==> src/design/pfcm_pkg.sv <==
// Shared types and constants for the position frame capture and mean block.
package pfcm_pkg;

    // Field widths fixed by the interface
    localparam int BYTE_W     = 8;
    localparam int COORD_W    = 16;
    localparam int OFFSET_W   = 7;
    localparam int TOTAL_W    = 7;
    localparam int KIND_W     = 2;
    localparam int CFG_INDEX_W = 4;

    // Request kinds on the input channel
    localparam logic [KIND_W-1:0] KIND_DATA   = 2'd0;
    localparam logic [KIND_W-1:0] KIND_BURST  = 2'd1;
    localparam logic [KIND_W-1:0] KIND_WINDOW = 2'd2;

    // Result kinds on the output channel
    localparam logic RES_SAMPLE = 1'b0;
    localparam logic RES_MEAN   = 1'b1;

    // Framing bytes
    localparam logic [BYTE_W-1:0] START_BYTE  = 8'h01;
    localparam logic [BYTE_W-1:0] HEADER_BYTE = 8'h83;

    // Configuration register indexes and reset values
    localparam logic [CFG_INDEX_W-1:0] CFG_X_OFFSET = 4'd0;
    localparam logic [CFG_INDEX_W-1:0] CFG_Y_OFFSET = 4'd1;
    localparam logic [OFFSET_W-1:0]    X_OFFSET_RST = 7'd10;
    localparam logic [OFFSET_W-1:0]    Y_OFFSET_RST = 7'd12;

    // Controller to datapath commands
    typedef struct packed {
        logic byte_en;     // take a data byte
        logic sample_en;   // close the burst, record a sample
        logic window_en;   // close the window, start the dividers
        logic out_load;    // move the pending result to the output register
    } ctrl_cmd_t;

    // Datapath to controller status
    typedef struct packed {
        logic div_done;    // mean division finished this cycle
        logic out_free;    // output register can take a result
    } dp_status_t;

endpackage

==> src/design/pfcm_divider.sv <==
// Restoring divider, one quotient bit per cycle; a zero divisor gives zero.
module pfcm_divider #(
    parameter int SUM_W = 23,
    parameter int CNT_W = 7
) (
    input  logic             aclk,
    input  logic             aresetn,
    input  logic             start,
    input  logic [SUM_W-1:0] dividend,
    input  logic [CNT_W-1:0] divisor,
    output logic [SUM_W-1:0] quotient,
    output logic             done
);

    localparam int STEP_W = $clog2(SUM_W + 1);

    logic [CNT_W-1:0]  rem_reg, rem_next;
    logic [SUM_W-1:0]  quo_reg, quo_next;
    logic [CNT_W-1:0]  den_reg, den_next;
    logic [STEP_W-1:0] step_reg, step_next;
    logic              busy_reg, busy_next;
    logic              done_reg, done_next;

    logic [CNT_W:0] shifted;
    logic [CNT_W:0] diff;
    logic           fits;

    // One restoring step
    always_comb begin
        shifted = {rem_reg, quo_reg[SUM_W-1]};
        diff    = shifted - {1'b0, den_reg};
        fits    = (shifted >= {1'b0, den_reg});

        rem_next  = rem_reg;
        quo_next  = quo_reg;
        den_next  = den_reg;
        step_next = step_reg;
        busy_next = busy_reg;
        done_next = 1'b0;

        if (start) begin
            rem_next  = '0;
            quo_next  = dividend;
            den_next  = divisor;
            step_next = STEP_W'(SUM_W);
            busy_next = 1'b1;
        end else if (busy_reg) begin
            rem_next  = fits ? diff[CNT_W-1:0] : shifted[CNT_W-1:0];
            quo_next  = {quo_reg[SUM_W-2:0], fits};
            step_next = step_reg - 1'b1;
            if (step_reg == STEP_W'(1)) begin
                busy_next = 1'b0;
                done_next = 1'b1;
            end
        end
    end

    always_ff @(posedge aclk) begin
        if (!aresetn) begin
            busy_reg <= 1'b0;
            done_reg <= 1'b0;
            step_reg <= '0;
        end else begin
            busy_reg <= busy_next;
            done_reg <= done_next;
            step_reg <= step_next;
        end
        rem_reg <= rem_next;
        quo_reg <= quo_next;
        den_reg <= den_next;
    end

    assign quotient = (den_reg == '0) ? '0 : quo_reg;
    assign done     = done_reg;

endmodule

==> src/design/pfcm_datapath.sv <==
// Datapath: offsets, frame capture, window accumulators, dividers, output register.
module pfcm_datapath #(
    parameter int SAMPLE_CAPACITY = 64,
    parameter int MAX_FRAME_BYTES = 64
) (
    input  logic                                aclk,
    input  logic                                aresetn,
    // configuration writes
    input  logic                                cfg_valid,
    input  logic [pfcm_pkg::CFG_INDEX_W-1:0]    cfg_index,
    input  logic [pfcm_pkg::OFFSET_W-1:0]       cfg_data,
    // request payload
    input  logic [pfcm_pkg::BYTE_W-1:0]         rx_byte,
    // controller link
    input  pfcm_pkg::ctrl_cmd_t                 cmd,
    output pfcm_pkg::dp_status_t                status,
    // result channel
    output logic                                m_valid,
    input  logic                                m_ready,
    output logic                                m_result_kind,
    output logic [pfcm_pkg::COORD_W-1:0]        m_x_value,
    output logic [pfcm_pkg::COORD_W-1:0]        m_y_value,
    output logic [pfcm_pkg::TOTAL_W-1:0]        m_sample_total
);

    localparam int CNT_W = $clog2(SAMPLE_CAPACITY + 1);
    localparam int SUM_W = pfcm_pkg::COORD_W + CNT_W;
    localparam int POS_W = $clog2(MAX_FRAME_BYTES + 1);
    localparam int CMP_W = ((POS_W > pfcm_pkg::OFFSET_W) ? POS_W : pfcm_pkg::OFFSET_W) + 1;
    localparam logic [CNT_W-1:0] CAP_VAL = CNT_W'(SAMPLE_CAPACITY);
    localparam logic [POS_W-1:0] POS_MAX = POS_W'(MAX_FRAME_BYTES);

    typedef enum logic [1:0] {
        PH_WAIT_START,
        PH_WAIT_HEADER,
        PH_NUMBER
    } phase_t;

    typedef logic [pfcm_pkg::BYTE_W-1:0] byte_t;
    typedef logic [pfcm_pkg::COORD_W-1:0] coord_t;

    // Join a big-endian pair, falling back to whichever byte was seen
    function automatic coord_t join_pair(byte_t hi, byte_t lo, logic has_hi, logic has_lo);
        coord_t val;
        if (has_hi && has_lo) begin
            val = {hi, lo};
        end else if (has_lo) begin
            val = coord_t'(lo);
        end else if (has_hi) begin
            val = coord_t'(hi);
        end else begin
            val = '0;
        end
        return val;
    endfunction

    logic [pfcm_pkg::OFFSET_W-1:0] x_off_reg, y_off_reg;

    phase_t     phase_reg, phase_next;
    logic [POS_W-1:0] pos_reg, pos_next;
    byte_t      cap_reg [4];
    byte_t      cap_next [4];
    logic [3:0] flags_reg, flags_next;

    logic [SUM_W-1:0] sum_x_reg, sum_x_next, sum_y_reg, sum_y_next;
    logic [CNT_W-1:0] cnt_x_reg, cnt_x_next, cnt_y_reg, cnt_y_next;
    logic [CNT_W-1:0] win_reg, win_next;

    logic                          res_kind_reg, res_kind_next;
    coord_t                        res_x_reg, res_x_next, res_y_reg, res_y_next;
    logic [pfcm_pkg::TOTAL_W-1:0]  res_total_reg, res_total_next;

    logic                          m_valid_reg;
    logic                          m_kind_reg;
    coord_t                        m_x_reg, m_y_reg;
    logic [pfcm_pkg::TOTAL_W-1:0]  m_total_reg;

    logic             numbering;
    logic [POS_W-1:0] pos_inc;
    logic [CMP_W-1:0] pos_cmp, pos_cmp_ahead, x_cmp, y_cmp;
    logic [3:0]       slot_hit;
    coord_t           xv, yv;
    logic [SUM_W-1:0] quo_x, quo_y;
    logic             done_x, done_y;

    // Offset registers
    always_ff @(posedge aclk) begin
        if (!aresetn) begin
            x_off_reg <= pfcm_pkg::X_OFFSET_RST;
            y_off_reg <= pfcm_pkg::Y_OFFSET_RST;
        end else if (cfg_valid) begin
            if (cfg_index == pfcm_pkg::CFG_X_OFFSET) begin
                x_off_reg <= cfg_data;
            end
            if (cfg_index == pfcm_pkg::CFG_Y_OFFSET) begin
                y_off_reg <= cfg_data;
            end
        end
    end

    // Slot matching for the current byte
    always_comb begin
        numbering     = (phase_reg == PH_NUMBER) ||
                        ((phase_reg == PH_WAIT_HEADER) && (rx_byte == pfcm_pkg::HEADER_BYTE));
        pos_inc       = pos_reg + 1'b1;
        pos_cmp       = CMP_W'(pos_inc);
        pos_cmp_ahead = pos_cmp + 1'b1;
        x_cmp         = CMP_W'(x_off_reg);
        y_cmp         = CMP_W'(y_off_reg);
        slot_hit[0]   = (pos_cmp_ahead == x_cmp);
        slot_hit[1]   = (pos_cmp == x_cmp);
        slot_hit[2]   = (pos_cmp_ahead == y_cmp);
        slot_hit[3]   = (pos_cmp == y_cmp);
        xv = join_pair(cap_reg[0], cap_reg[1], flags_reg[0], flags_reg[1]);
        yv = join_pair(cap_reg[2], cap_reg[3], flags_reg[2], flags_reg[3]);
    end

    // Framing and capture
    always_comb begin
        phase_next = phase_reg;
        pos_next   = pos_reg;
        cap_next   = cap_reg;
        flags_next = flags_reg;
        if (cmd.byte_en) begin
            unique case (phase_reg)
                PH_WAIT_START: begin
                    if (rx_byte == pfcm_pkg::START_BYTE) begin
                        phase_next = PH_WAIT_HEADER;
                    end
                end
                PH_WAIT_HEADER: begin
                    if (rx_byte == pfcm_pkg::HEADER_BYTE) begin
                        phase_next = PH_NUMBER;
                    end
                end
                PH_NUMBER: begin
                    phase_next = PH_NUMBER;
                end
                default: begin
                    phase_next = PH_WAIT_START;
                end
            endcase
            if (numbering && (pos_reg < POS_MAX)) begin
                pos_next = pos_inc;
                for (int s = 0; s < 4; s++) begin
                    if (slot_hit[s]) begin
                        cap_next[s]   = rx_byte;
                        flags_next[s] = 1'b1;
                    end
                end
            end
        end else if (cmd.sample_en) begin
            phase_next = PH_WAIT_START;
            pos_next   = '0;
            flags_next = '0;
        end
    end

    // Window accumulators and pending result
    always_comb begin
        sum_x_next     = sum_x_reg;
        sum_y_next     = sum_y_reg;
        cnt_x_next     = cnt_x_reg;
        cnt_y_next     = cnt_y_reg;
        win_next       = win_reg;
        res_kind_next  = res_kind_reg;
        res_x_next     = res_x_reg;
        res_y_next     = res_y_reg;
        res_total_next = res_total_reg;
        if (cmd.sample_en) begin
            if (win_reg < CAP_VAL) begin
                win_next = win_reg + 1'b1;
                if (xv != '0) begin
                    sum_x_next = sum_x_reg + SUM_W'(xv);
                    cnt_x_next = cnt_x_reg + 1'b1;
                end
                if (yv != '0) begin
                    sum_y_next = sum_y_reg + SUM_W'(yv);
                    cnt_y_next = cnt_y_reg + 1'b1;
                end
            end
            res_kind_next  = pfcm_pkg::RES_SAMPLE;
            res_x_next     = xv;
            res_y_next     = yv;
            res_total_next = pfcm_pkg::TOTAL_W'(win_next);
        end else if (cmd.window_en) begin
            res_kind_next  = pfcm_pkg::RES_MEAN;
            res_total_next = pfcm_pkg::TOTAL_W'(win_reg);
            sum_x_next     = '0;
            sum_y_next     = '0;
            cnt_x_next     = '0;
            cnt_y_next     = '0;
            win_next       = '0;
        end
    end

    always_ff @(posedge aclk) begin
        if (!aresetn) begin
            phase_reg <= PH_WAIT_START;
            pos_reg   <= '0;
            flags_reg <= '0;
            sum_x_reg <= '0;
            sum_y_reg <= '0;
            cnt_x_reg <= '0;
            cnt_y_reg <= '0;
            win_reg   <= '0;
        end else begin
            phase_reg <= phase_next;
            pos_reg   <= pos_next;
            flags_reg <= flags_next;
            sum_x_reg <= sum_x_next;
            sum_y_reg <= sum_y_next;
            cnt_x_reg <= cnt_x_next;
            cnt_y_reg <= cnt_y_next;
            win_reg   <= win_next;
        end
        cap_reg       <= cap_next;
        res_kind_reg  <= res_kind_next;
        res_x_reg     <= res_x_next;
        res_y_reg     <= res_y_next;
        res_total_reg <= res_total_next;
    end

    // Mean dividers, one per axis, started together
    pfcm_divider #(
        .SUM_W (SUM_W),
        .CNT_W (CNT_W)
    ) u_div_x (
        .aclk     (aclk),
        .aresetn  (aresetn),
        .start    (cmd.window_en),
        .dividend (sum_x_reg),
        .divisor  (cnt_x_reg),
        .quotient (quo_x),
        .done     (done_x)
    );

    pfcm_divider #(
        .SUM_W (SUM_W),
        .CNT_W (CNT_W)
    ) u_div_y (
        .aclk     (aclk),
        .aresetn  (aresetn),
        .start    (cmd.window_en),
        .dividend (sum_y_reg),
        .divisor  (cnt_y_reg),
        .quotient (quo_y),
        .done     (done_y)
    );

    // Output register
    always_ff @(posedge aclk) begin
        if (!aresetn) begin
            m_valid_reg <= 1'b0;
        end else if (cmd.out_load) begin
            m_valid_reg <= 1'b1;
        end else if (m_ready) begin
            m_valid_reg <= 1'b0;
        end
        if (cmd.out_load) begin
            m_kind_reg  <= res_kind_reg;
            m_total_reg <= res_total_reg;
            if (res_kind_reg == pfcm_pkg::RES_MEAN) begin
                m_x_reg <= quo_x[pfcm_pkg::COORD_W-1:0];
                m_y_reg <= quo_y[pfcm_pkg::COORD_W-1:0];
            end else begin
                m_x_reg <= res_x_reg;
                m_y_reg <= res_y_reg;
            end
        end
    end

    assign status.div_done = done_x & done_y;
    assign status.out_free = !m_valid_reg || m_ready;

    assign m_valid        = m_valid_reg;
    assign m_result_kind  = m_kind_reg;
    assign m_x_value      = m_x_reg;
    assign m_y_value      = m_y_reg;
    assign m_sample_total = m_total_reg;

endmodule

==> src/design/pfcm_ctrl.sv <==
// Controller: request decode and sequencing of divide and result hand-off.
module pfcm_ctrl (
    input  logic                             aclk,
    input  logic                             aresetn,
    input  logic                             s_valid,
    output logic                             s_ready,
    input  logic [pfcm_pkg::KIND_W-1:0]      s_kind,
    input  pfcm_pkg::dp_status_t             status,
    output pfcm_pkg::ctrl_cmd_t              cmd
);

    typedef enum logic [1:0] {
        ST_IDLE,
        ST_DIVIDE,
        ST_EMIT
    } state_t;

    state_t state_reg, state_next;
    logic   s_ready_reg;
    logic   take;

    // Next state and commands
    always_comb begin
        take       = s_valid && s_ready_reg;
        state_next = state_reg;
        cmd        = '0;
        unique case (state_reg)
            ST_IDLE: begin
                if (take) begin
                    unique case (s_kind)
                        pfcm_pkg::KIND_DATA: begin
                            cmd.byte_en = 1'b1;
                        end
                        pfcm_pkg::KIND_BURST: begin
                            cmd.sample_en = 1'b1;
                            state_next    = ST_EMIT;
                        end
                        pfcm_pkg::KIND_WINDOW: begin
                            cmd.window_en = 1'b1;
                            state_next    = ST_DIVIDE;
                        end
                        default: begin
                            state_next = ST_IDLE;
                        end
                    endcase
                end
            end
            ST_DIVIDE: begin
                if (status.div_done) begin
                    state_next = ST_EMIT;
                end
            end
            ST_EMIT: begin
                if (status.out_free) begin
                    cmd.out_load = 1'b1;
                    state_next   = ST_IDLE;
                end
            end
            default: begin
                state_next = ST_IDLE;
            end
        endcase
    end

    // State and registered ready
    always_ff @(posedge aclk) begin
        if (!aresetn) begin
            state_reg   <= ST_IDLE;
            s_ready_reg <= 1'b0;
        end else begin
            state_reg   <= state_next;
            s_ready_reg <= (state_next == ST_IDLE);
        end
    end

    assign s_ready = s_ready_reg;

endmodule

==> src/design/position_frame_capture_and_mean.sv <==
// Top level: position frame capture and window mean.
//
// Input channel (s_valid/s_ready): each request carries s_kind and s_rx_byte.
//   Data bytes feed the frame capture; end of burst yields one sample
//   result; end of window yields the floor means of the nonzero samples.
// Result channel (m_valid/m_ready): one registered result per burst or
//   window request, none for data bytes or unknown kinds.
// Configuration (cfg_valid/cfg_ready): index 0 X offset, 1 Y offset;
//   always ready; the user must write it only while the block is idle (not enforced).
// Sequencing: data bytes and unknown kinds are taken back to back. An end of
//   burst moves its sample through the pending result register into the
//   output register. An end of window starts the two restoring dividers;
//   once both finish, the means are loaded into the output register. After
//   a burst or window request, the next request is taken only once its
//   result has been loaded, so a full output register stalls the input.
// A finished result waits in the output register while the next request
//   is taken; a further result is held back until the register frees.
// Reset (aresetn low, synchronous) clears framing, window sums, counts and
//   the output register and restores offsets 10 and 12.
module position_frame_capture_and_mean #(
    parameter int SAMPLE_CAPACITY = 64,
    parameter int MAX_FRAME_BYTES = 64
) (
    input  logic                              aclk,
    input  logic                              aresetn,
    input  logic                              cfg_valid,
    output logic                              cfg_ready,
    input  logic [pfcm_pkg::CFG_INDEX_W-1:0]  cfg_index,
    input  logic [pfcm_pkg::OFFSET_W-1:0]     cfg_data,
    input  logic                              s_valid,
    output logic                              s_ready,
    input  logic [pfcm_pkg::KIND_W-1:0]       s_kind,
    input  logic [pfcm_pkg::BYTE_W-1:0]       s_rx_byte,
    output logic                              m_valid,
    input  logic                              m_ready,
    output logic                              m_result_kind,
    output logic [pfcm_pkg::COORD_W-1:0]      m_x_value,
    output logic [pfcm_pkg::COORD_W-1:0]      m_y_value,
    output logic [pfcm_pkg::TOTAL_W-1:0]      m_sample_total
);

    pfcm_pkg::ctrl_cmd_t  cmd;
    pfcm_pkg::dp_status_t status;

    assign cfg_ready = 1'b1;

    pfcm_ctrl u_ctrl (
        .aclk    (aclk),
        .aresetn (aresetn),
        .s_valid (s_valid),
        .s_ready (s_ready),
        .s_kind  (s_kind),
        .status  (status),
        .cmd     (cmd)
    );

    pfcm_datapath #(
        .SAMPLE_CAPACITY (SAMPLE_CAPACITY),
        .MAX_FRAME_BYTES (MAX_FRAME_BYTES)
    ) u_datapath (
        .aclk           (aclk),
        .aresetn        (aresetn),
        .cfg_valid      (cfg_valid),
        .cfg_index      (cfg_index),
        .cfg_data       (cfg_data),
        .rx_byte        (s_rx_byte),
        .cmd            (cmd),
        .status         (status),
        .m_valid        (m_valid),
        .m_ready        (m_ready),
        .m_result_kind  (m_result_kind),
        .m_x_value      (m_x_value),
        .m_y_value      (m_y_value),
        .m_sample_total (m_sample_total)
    );

endmodule
==> config.mk <==
export PLATFORM = sky130hd
export DESIGN_NAME = position_frame_capture_and_mean
export DESIGN_NICKNAME = d
export VERILOG_FILES = /design/src/design/pfcm_pkg.sv /design/src/design/pfcm_divider.sv /design/src/design/pfcm_datapath.sv /design/src/design/pfcm_ctrl.sv /design/src/design/position_frame_capture_and_mean.sv
export SDC_FILE = /design/constraint.sdc
export NUM_CORES = 1
export LEC_CHECK = 0
export ABC_AREA = 1
export BUFFER_PORTS_ARGS = -buffer_cell sky130_fd_sc_hd__buf_2
export CAP_MARGIN = 20
export CORE_MARGIN = 3
export CORE_UTILIZATION = 25
export DETAILED_ROUTE_END_ITERATION = 12
export PLACE_DENSITY = 0.5
export SYNTH_ARGS = -nofsm -noshare
export SYNTH_HDL_FRONTEND = slang
export SYNTH_SLANG_ARGS = --single-unit
==> constraint.sdc <==
create_clock -name aclk -period 2.7 [get_ports aclk]
set_clock_uncertainty 0.15 [all_clocks]
set_input_delay 0.405 -clock aclk [delete_from_list [all_inputs] [get_ports aclk]]
set_output_delay 0.405 -clock aclk [all_outputs]
set_load 0.005 [all_outputs]
# == After elaboration in Yosys (flattened, before gate mapping) ==
# Cells that the tools add are included.
# word_totals
regBits,298
output_inout_bits,43
word_cells,200
# op_classes
n_addsub,11
magnitude_cmp,4
n_eq_ne,25
muxes,75
bitwise_logic,4
n_reduce_logical,39
# op_table
operator,n
$mux W23,11
$mux W16,8
$mux W7,16
$add A23 B16 Y23,2
$reduce_and A3 Y1,11
$reduce_bool A16 Y1,2
$add A7 B1 Y7 const B,4
$mux W5,4
$mux W1,19
$pmux W2 S3,3
$eq A8 B7 Y1,2
$ge A8 B7 Y1,2
$mux W8,2
$ne A2 B1 Y1 const B,8
$eq A7 B7 Y1,2
$logic_not A7 Y1,2
$lt A7 B7 Y1 const B,2
$mux W2,7
$sub A7 B7 Y7,2
$mux W4,3
$eq A5 B1 Y1 const B,2
$reduce_bool A2 Y1,5
$sub A5 B1 Y5 const B,2
$add A7 B1 Y8 const B,1
18 further kinds,36

# == Longest topological paths before layout ==
# logic_depth
depth_word,7
ltp_mapped,19
mapped_depth_nobuf,18

# == By module ==
# From an unflattened synthesis, not the netlist that was laid out.
# hier_totals
hier_cells,1989
hier_area_um2,15855.2
# by_module_without_submodules
module,instances,cells_each,area_each_um2
pfcm_datapath,1,1380,10865.4
pfcm_divider,2,288,2391.0
pfcm_ctrl,1,31,196.4
position_frame_capture_and_mean,1,2,11.3

# == Worst setup path before layout ==
# Ideal clock, no wire load.
# synth_path
path_kind,reg2reg
start,register u_ctrl.state_reg[1]
end,"register u_datapath.m_kind_reg (netlist: u_datapath.m_result_kind), enable pin"
arrival_time_ns,2.260
required_time_ns,2.112
path_slack_ns,-0.147
stages_incl_launch_ff,5
n_path_buf,0
period_less_slack_ns,2.847
cell_sequence,dfxtp_1 -> inv_1 -> nor2_1 -> inv_1 -> nor2_1
# synth_lines
element,line_no,text
start: declaration,pfcm_ctrl.sv:18,"state_t state_reg, state_next;"
start signal: assignment,pfcm_ctrl.sv:71,state_reg <= state_next;
end signal: assignment,pfcm_datapath.sv:261,m_kind_reg <= res_kind_reg;
end: declaration,pfcm_datapath.sv:74,logic m_kind_reg;

# == Worst setup path in the final report ==
# layout_path
start,register u_datapath.flags_reg[3]
end,register u_datapath.sum_y_reg[10]
# layout_between
elab_chain_cells,6
elab_cells_between_ends,10
# layout_rtl
element,line_no,text
start: declaration,pfcm_datapath.sv:63,"logic [3:0] flags_reg, flags_next;"
start signal: assignment,pfcm_datapath.sv:210,flags_reg <= flags_next;
$mux W16 or $logic_and A1 B1 Y1 (tied branches),"pfcm_datapath.sv:47, pfcm_datapath.sv:45",
$mux W16 *,pfcm_datapath.sv:45,if (has_hi && has_lo) begin
net u_datapath.yv[0],pfcm_datapath.sv:82,"coord_t xv, yv;"
$add A23 B16 Y23,pfcm_datapath.sv:178,sum_y_next = sum_y_reg + SUM_W'(yv);
$mux W23,pfcm_datapath.sv:177,if (yv != '0) begin
$mux W23,pfcm_datapath.sv:171,if (win_reg < CAP_VAL) begin
$mux W23,pfcm_datapath.sv:170,if (cmd.sample_en) begin
end signal: assignment,pfcm_datapath.sv:212,sum_y_reg <= sum_y_next;
end: declaration,pfcm_datapath.sv:65,"logic [SUM_W-1:0] sum_x_reg, sum_x_next, sum_y_reg, sum_y_next;"
# The timed path passes the listed nets; every way through them passes the cells marked *. The select of a mux whose other input is x is not followed.
# A chain may end at the register's enable or synchronous reset.

==> results.py <==
metrics = {
    "yosys": {
        "ys_async_sr_fraction_pct": 0,
        "synth_nets": 1996,
        "synthCells": 1906,
        "ys_warn_count": 0,
        "ys.flop_type": "edfxtp_1",
        "synthesis.area_sq_um": 15700,
        "synth-edff-count": 171,
        "syn_avg_cell_area_sq_um": 8.24,
        "ys_seq_area_share_pct": 48.9,
        "synth-seq-cells": 298,
        "synth_cell_types": 57,
    },
    "placed_design": {
        "gp_congestion": 0.904,
        "hpwlAfterDp_um": 32600,
        "port_buffers": 67,
    },
    "clocking": {
        "cts_tree": "yes",
        "cts_made_buffers": 37,
        "path_clk_slew_ns": 0.06,
        "clock-sinks": 298,
        "h-tree-depth": 2,
        "clkLatencyLatePin_ns": 0.55,
        "clock_path_buffers": 3,
        "root_buffer": "clkbuf_16",
    },
    "route": {
        "drc": 0,
        "wire_per_inst_um": 15.1,
        "vias": 12800,
        "drtIter0Drc": 871,
        "drt-total-wl_um": 43700,
        "detail_route.vias_per_cell": 4.42,
        "detail-route-antenna-nets": 0,
        "dr.pass1.iters": 5,
    },
    "floorplanning": {
        "boundaryPins": 69,
        "start_util_pct": 25.4,
        "core_sq_um": 61900,
        "dieArea_sq_um": 65900,
        "die_width_um": 257,
        "row_count": 91,
        "die_h_um": 257,
    },
    "worst_hold_path": {
        "hold_class": "in2reg",
    },
    "finish": {
        "fillers": 6620,
        "syn_to_final_growth_pct": 19.3,
        "nets": 2116,
        "diodes": 0,
        "largest_reg_flops": 32,
        "final_core_util_pct": 30.3,
        "drive_above_1_share_pct": 15.2,
    },
    "grt": {
        "grt_usage_pct": 13.1,
        "antenna_found_initial": 0,
        "grt_pass1_wl_um": 69400,
        "grt_overflow_total": 0,
        "grt_max_degree": 74,
        "grt_pass1_vias": 12500,
    },
    "sta": {
        "worstMarginPinSlew_ns": 1.05,
        "hold_slack_ns": 0.0355,
        "fin_crit_ns": 2.55,
        "relSlewSlack_pct": 30.2,
        "rsz0062_at_grt": "false",
        "hold_viol_final": 0,
        "maxSlewViolCount": 0,
        "fmaxAchievable_mhz": 392,
        "setup_violations": 0,
        "post-route-period-util_pct": 94.5,
    },
    "run": {
        "cap_violations": 0,
    },
    "critical_path": {
        "startpoint_type": "register",
        "cp_data_arrival_time_ns": 2.79,
        "critical_path_required_ns": 2.93,
        "crit_type": "reg2reg",
        "cp-end-kind": "register",
        "critPathMaxFanout": 8,
    },
    "status": {
        "status": "complete, no violations",
    },
    "pwr": {
        "ir_drop_mv": 0.319,
        "power_leakage_nw": 7.85,
        "power_mw": 11.8,
        "power_density_nw_per_um2": 631,
    },
}
layout by cell type (no fill, tap or decap), types with 16 or more instances in the layout:
cell type	Yosys	final
a21oi_1	112	107
a21oi_2	19	24
buf_2	5	67
buf_4	3	54
clkbuf_16	0	38
dfxtp_1	127	122
edfxtp_1	171	171
ha_1	60	53
inv_1	211	207
nand2_1	601	593
nand2_2	8	16
nand3_1	86	84
nand4_1	23	23
nor2_1	151	143
nor3_1	17	16
o21ai_0	110	109
xor2_1	25	25
metal layers:
metal | wire length, um | part of all wire, % | track usage, % | vias up
met5 | 0 | 0 | 0 | -
met4 | 969 | 2.2 | 4.19 | 0
met3 | 1690 | 3.9 | 1.85 | 67
met2 | 19200 | 44 | 20.7 | 250
met1 | 21800 | 50 | 18.4 | 5959
li1 | - | - | - | 6504
metrics by stage:
stage | setup slack [ns] | std cells | TNS (ns) | instance area, sq um
2_1_floorplan | 0.273 | 1906 | 0 | 15700
4_1_cts | 0.0285 | 2890 | 0 | 18600
5_1_grt | 0.00278 | 2891 | 0 | 18700
3_5_place_dp | -0.135 | 2816 | -0.350 | 17300
6_report | 0.148 | 2891 | 0 | 18700
3_3_place_gp | -0.168 | 2816 | -0.562 | 17300
cell families (layout without fill, tap and decap cells):
kind of cell / after synthesis / in the layout / share of synthesized area [%]
adders and majority gates: 64 / 64 / 5.29
buffers and inverters: 274 / 422 / 7.41
DFF: 298 / 298 / 48.9
and+or+nand+nor: 939 / 939 / 25.6
xor gates and xnor gates: 34 / 34 / 1.90
other: 1 / 1 / 0.0239
AOI/OAI and AO/OA: 296 / 296 / 10.9
cells in the mapped netlist (4+ instances only):
library cell	n	area [sq um]
o211ai_1	12	90.1
nor2_4	6	67.6
o21ai_1	8	40.0
fa_1	4	80.1
a21oi_2	19	166
inv_2	10	37.5
xnor2_1	9	78.8
buf_6	10	113
nor2_2	6	37.5
a21oi_1	112	561
edfxtp_1	171	5130
clkbuf_1	28	105
nand3_2	5	50.1
nand3_1	86	430
a31oi_1	4	25.0
ha_1	60	751
o21ai_0	110	551
dfxtp_1	127	2540
o21ai_2	4	35.0
nor2_1	151	567
nor4_1	5	31.3
o21bai_1	7	52.6
inv_1	211	792
or2_2	7	43.8
nand4_1	23	144
nand2_2	8	50.1
xor2_1	25	219
nand3b_1	8	60.1
nand2_1	601	2260
buf_2	5	25.0
nor3_1	17	85.1
what timing repair did:
action / 4_1_cts / 5_1_grt
endpoints found under the hold margin: 14 / 0
buffers inserted: 0 / 1
resized for setup: 4 / 43
endpoints found under the setup margin: 11 / 52
hold buffers: 7 / 0
pin swaps: 0 / 3
report_power, final:
group / switching, mW / internal, mW
logic: 1.01 / 0.532
clock network: 2.04 / 3.11
registers: 0.115 / 5.02
area by class of cell:
cell class | instances | area, sq um | share of cell area (%)
sequential | 298 | 7680 | 41.0
timing repair buffer | 132 | 882 | 4.71
tap | 837 | 1050 | 5.59
inverter | 223 | 842 | 4.49
multi-input combinational | 1334 | 7030 | 37.5
clock buffer | 44 | 983 | 5.25
clock inverter | 23 | 275 | 1.47
final timing paths:
check,from,endpoint,slack (ns),depth (start not counted)
worst max-delay path,u_datapath.flags_reg[3]$_SDFFE_PN0P_,u_datapath.sum_y_reg[10]$_SDFFE_PN0P_,0.15,16
worst min register to register,u_datapath.res_total_reg[4]$_DFFE_PP_,u_datapath.m_sample_total[4]$_DFFE_PP_,0.27,0
worst min-delay path,cfg_data[5],u_datapath.x_off_reg[5]$_SDFFE_PN0P_,0.04,3
worst max register to register,u_datapath.flags_reg[3]$_SDFFE_PN0P_,u_datapath.sum_y_reg[10]$_SDFFE_PN0P_,0.15,16
worst max-delay path, cell delays in order (launching register included):
cell     delay, ns
dfxtp_2       0.36
inv_2         0.09
nand3_1       0.07
nand2_1       0.10
ha_1          0.18
inv_1         0.08
fa_1          0.42
o21ai_2       0.18
buf_4         0.14
nand2_1       0.04
nand2_1       0.12
nand2_1       0.07
nand2_1       0.07
xnor2_1       0.12
nor2_1        0.07
nor2_1        0.09
nor2_1        0.04
Power figures use the tool's default switching activity.
